--- src/rtl/vna_ram.sv ---
// ----------------------------------------------------------------------------
// vna_ram
// simple dual port ram, one write and one registered read per cycle
// ----------------------------------------------------------------------------
module vna_ram #(
  parameter int WIDTH = 8,
  parameter int DEPTH = 16,
  localparam int AW = (DEPTH > 1) ? $clog2(DEPTH) : 1
) (
  input  logic                     clk_i,
  input  logic                     we_i,
  input  logic [AW-1:0]            waddr_i,
  input  logic [WIDTH-1:0]         wdata_i,
  input  logic [AW-1:0]            raddr_i,
  output logic [WIDTH-1:0]         rdata_o
);
  logic [WIDTH-1:0] mem_q [DEPTH];

  always_ff @(posedge clk_i) begin
    if (we_i) begin
      mem_q[waddr_i] <= wdata_i;
    end
    rdata_o <= mem_q[raddr_i];
  end
endmodule

--- config.mk ---
export PLATFORM = sky130hd
export DESIGN_NAME = vna_ram
export DESIGN_NICKNAME = d
export VERILOG_FILES = /design/src/rtl/vna_ram.sv
export SDC_FILE = /design/constraint.sdc
export NUM_CORES = 1
export LEC_CHECK = 0
export BUFFER_PORTS_ARGS = -buffer_cell sky130_fd_sc_hd__buf_2
export CAP_MARGIN = 10
export CORE_AREA = 2 2 134 104
export DETAILED_ROUTE_END_ITERATION = 6
export DIE_AREA = 0 0 136 106
export HOLD_SLACK_MARGIN = 0.06
export PLACE_DENSITY_LB_ADDON = 0.08
export SLEW_MARGIN = 40
export SYNTH_ARGS = -nofsm -noshare
export SYNTH_HDL_FRONTEND = slang
export SYNTH_SLANG_ARGS = --single-unit
--- constraint.sdc ---
create_clock -name clk_i -period 6.3 [get_ports clk_i]
set_clock_uncertainty 0.05 [all_clocks]
set_input_delay 1.575 -clock clk_i [delete_from_list [all_inputs] [get_ports clk_i]]
set_output_delay 1.575 -clock clk_i [all_outputs]
set_load 0.02 [all_outputs]
==> impl_metrics.ini <==
[cts]
sinks_on_clock_net = 136
root_buffer = sky130_fd_sc_hd__clkbuf_16
cts.repair.resized = 0
ctsLongestPathBuffers = 2
clk_pin_slew_worst_paths_ps = 50
tritoncts = done
clock_tree.htree_level_count = 4
number_of_buffers_created_by_cts = 17
postCtsHoldBufs = 0
postCtsSetupRepairBufs = 0
clk_latency_ps = 410

[routing]
ant_nets = 0
route.detailed.drc = 0
postRouteWirelength_mm = 10.3
vias_per_cell = 5.12
drt-initial-drc-count = 207
drtPass1Iterations = 4
routed-via-count = 2334
average_detailed_routed_wire_length_per_instance_um = 22.6

[run_status]
run_status = finished, final reports clean

[placement]
pre_cts_ws_ps = 2820
io_buffer_count = 25
dp_hpwl_mm = 6.24
rd_place_congestion = 0.683

[grt]
vias_in_the_first_global_route = 2336
global_route_wire_length_before_repair_mm = 15.5
grt_usage = 0.159
grt.overflow.total = 0
largest_net_degree_at_the_start_of_global_routing = 33
grt_antenna_before_repair = 0

[sta]
max-slew-margin-rel = 0.551
fmaxAchievable_mhz = 330
timing_hold_violations_final = 0
rsz0062_at_grt = no
setup_tns_ps = 0
layout_min_cycle_time_ps = 3030
post-route-period-util = 0.480
tightestPinTransition_ps = 671
final_critical_path_setup_slack_ps = 3270
finalSetupViolations = 0
maxSlewViolCount = 0

[floorplanning]
ios = 26
core_um2 = 13200
floorplan.initialDensity = 0.389
core.rowCount = 37
die_x_um = 136
design.die.area_um2 = 14400
chipHeight_um = 106

[setup_path]
path_max_fanout = 32
cp-startpoint = raddr_i[0]
worst-r2r-setup-slack_ps = 4830
crit_path_start_kind = input port
arrival_ps = 3270
timing.critical_path.to_type = register
timing.critical_path.required_ps = 6540
worst-setup-path-type = input port to register
r2r-start = mem_q[6][3]$_DFFE_PP_

[power_and_ir_drop]
static_power_due_to_leakage_nw = 2.02
peakVddDrop_mv = 0.203
power-per-cell-area_nw_per_um2 = 356

[cells_and_area]
layout.cells.most_common = sky130_fd_sc_hd__edfxtp_1
synthesis_to_layout_area_growth_pct = 18.7
antenna_cells = 0
layout.cells.most_common_list = sky130_fd_sc_hd__edfxtp_1 (128), sky130_fd_sc_hd__buf_2 (24), sky130_fd_sc_hd__mux4_2 (18), sky130_fd_sc_hd__clkbuf_16 (17), sky130_fd_sc_hd__a22oi_1 (16)
layout-drive-gt1-share = 0.324
final_nets = 286

[logic_synthesis]
yosysUniqueCellTypes = 19
synth.avg_cell_area_um2 = 22.5
syn_inst_count = 229
synth_sequential_area_ratio = 0.778
yosys_warnings = 0
mapped_cell_area_um2 = 5150
number_of_flip_flops_and_latches_in_the_synthesized_netlist = 136
syn-num-nets = 247

[run]
max-cap-violations = 0

[min_path]
hold_class = register to register
launch_point_of_the_worst_hold_path = mem_q[8][3]$_DFFE_PP_
==> path summary, 6_finish.rpt <==
kind | endpoint | depth (start not counted)
worst max register to register | rdata_o[3]$_DFF_P_ | 3
worst min register to register | rdata_o[3]$_DFF_P_ | 3
worst max-delay path | rdata_o[3]$_DFF_P_ | 5
worst min-delay path | rdata_o[3]$_DFF_P_ | 3
==> cells by family (layout without fill, tap and decap cells) <==
group,Yosys count,in the layout,synth area share
buf+inv,10,62,0.0168
flops,136,136,0.778
compound gates,16,16,0.0233
simple gates,35,35,0.0318
mux,32,32,0.150
==> metal layers <==
layer  track usage  routed length (µm)  vias up
met2         0.218                4590       60
met1         0.239                5140     1212
li1              -                   -     1054
met4        0.0580                 102        0
met5             0                   0        -
met3        0.0482                 462        8
==> where the power goes <==
part	switching [W]	internal (W)
combinational	0.0000612	0.0000373
clock	0.000361	0.000698
sequential	0.00000488	0.00101
total	0.000427	0.00175
==> cell type report <==
class	count	area [µm²]
well taps	175	219
multi-input cells	83	1090
flip-flops and latches	136	4000
fillers	1140	7130
clock buffers	18	429
repair buffers	30	165
clock inverters	14	205
==> synth_stat cells <==
master	number	share of area
sky130_fd_sc_hd__dfxtp_1	8	0.031
sky130_fd_sc_hd__buf_4	1	0.0015
sky130_fd_sc_hd__or3b_2	1	0.0017
sky130_fd_sc_hd__nand3b_1	2	0.0029
sky130_fd_sc_hd__clkdlybuf4s25_2	3	0.0058
sky130_fd_sc_hd__buf_6	3	0.0066
sky130_fd_sc_hd__mux4_1	14	0.071
sky130_fd_sc_hd__and2_1	1	0.0012
sky130_fd_sc_hd__mux4_2	18	0.079
sky130_fd_sc_hd__nor2_1	13	0.0095
sky130_fd_sc_hd__a22oi_1	16	0.023
sky130_fd_sc_hd__buf_2	3	0.0029
sky130_fd_sc_hd__and2b_1	1	0.0015
sky130_fd_sc_hd__nand3_1	1	0.00097
sky130_fd_sc_hd__nor3_1	4	0.0039
sky130_fd_sc_hd__nor2b_1	1	0.0012
sky130_fd_sc_hd__nand2b_1	2	0.0024
sky130_fd_sc_hd__edfxtp_1	128	0.75
sky130_fd_sc_hd__nand2_1	9	0.0066
==> stage by stage <==
step | area [µm²] | util | std cells | hold WS (ps) | power [W]
floorplan | 5150 | - | 229 | 579 | 0.00109
global placement | 5440 | 0.411 | 424 | 606 | 0.00113
detailed placement | 5470 | 0.413 | 424 | 613 | 0.00114
CTS | 6100 | 0.461 | 456 | 626 | 0.00219
global route | 6110 | 0.462 | 456 | 667 | 0.00225
finish | 6110 | 0.462 | 456 | 622 | 0.00217
==> worst max-delay path: stages <==
cell and delay, ps:
sky130_fd_sc_hd__buf_2 70, sky130_fd_sc_hd__buf_4 500, sky130_fd_sc_hd__mux4_1 660, sky130_fd_sc_hd__a22oi_1 320, sky130_fd_sc_hd__nand2_1 90
==> state kept, by name, indices dropped and copies added (netlist names) <==
signal / cells
mem_q: 128
rdata_o: 8
Power figures use the tool's default switching activity.
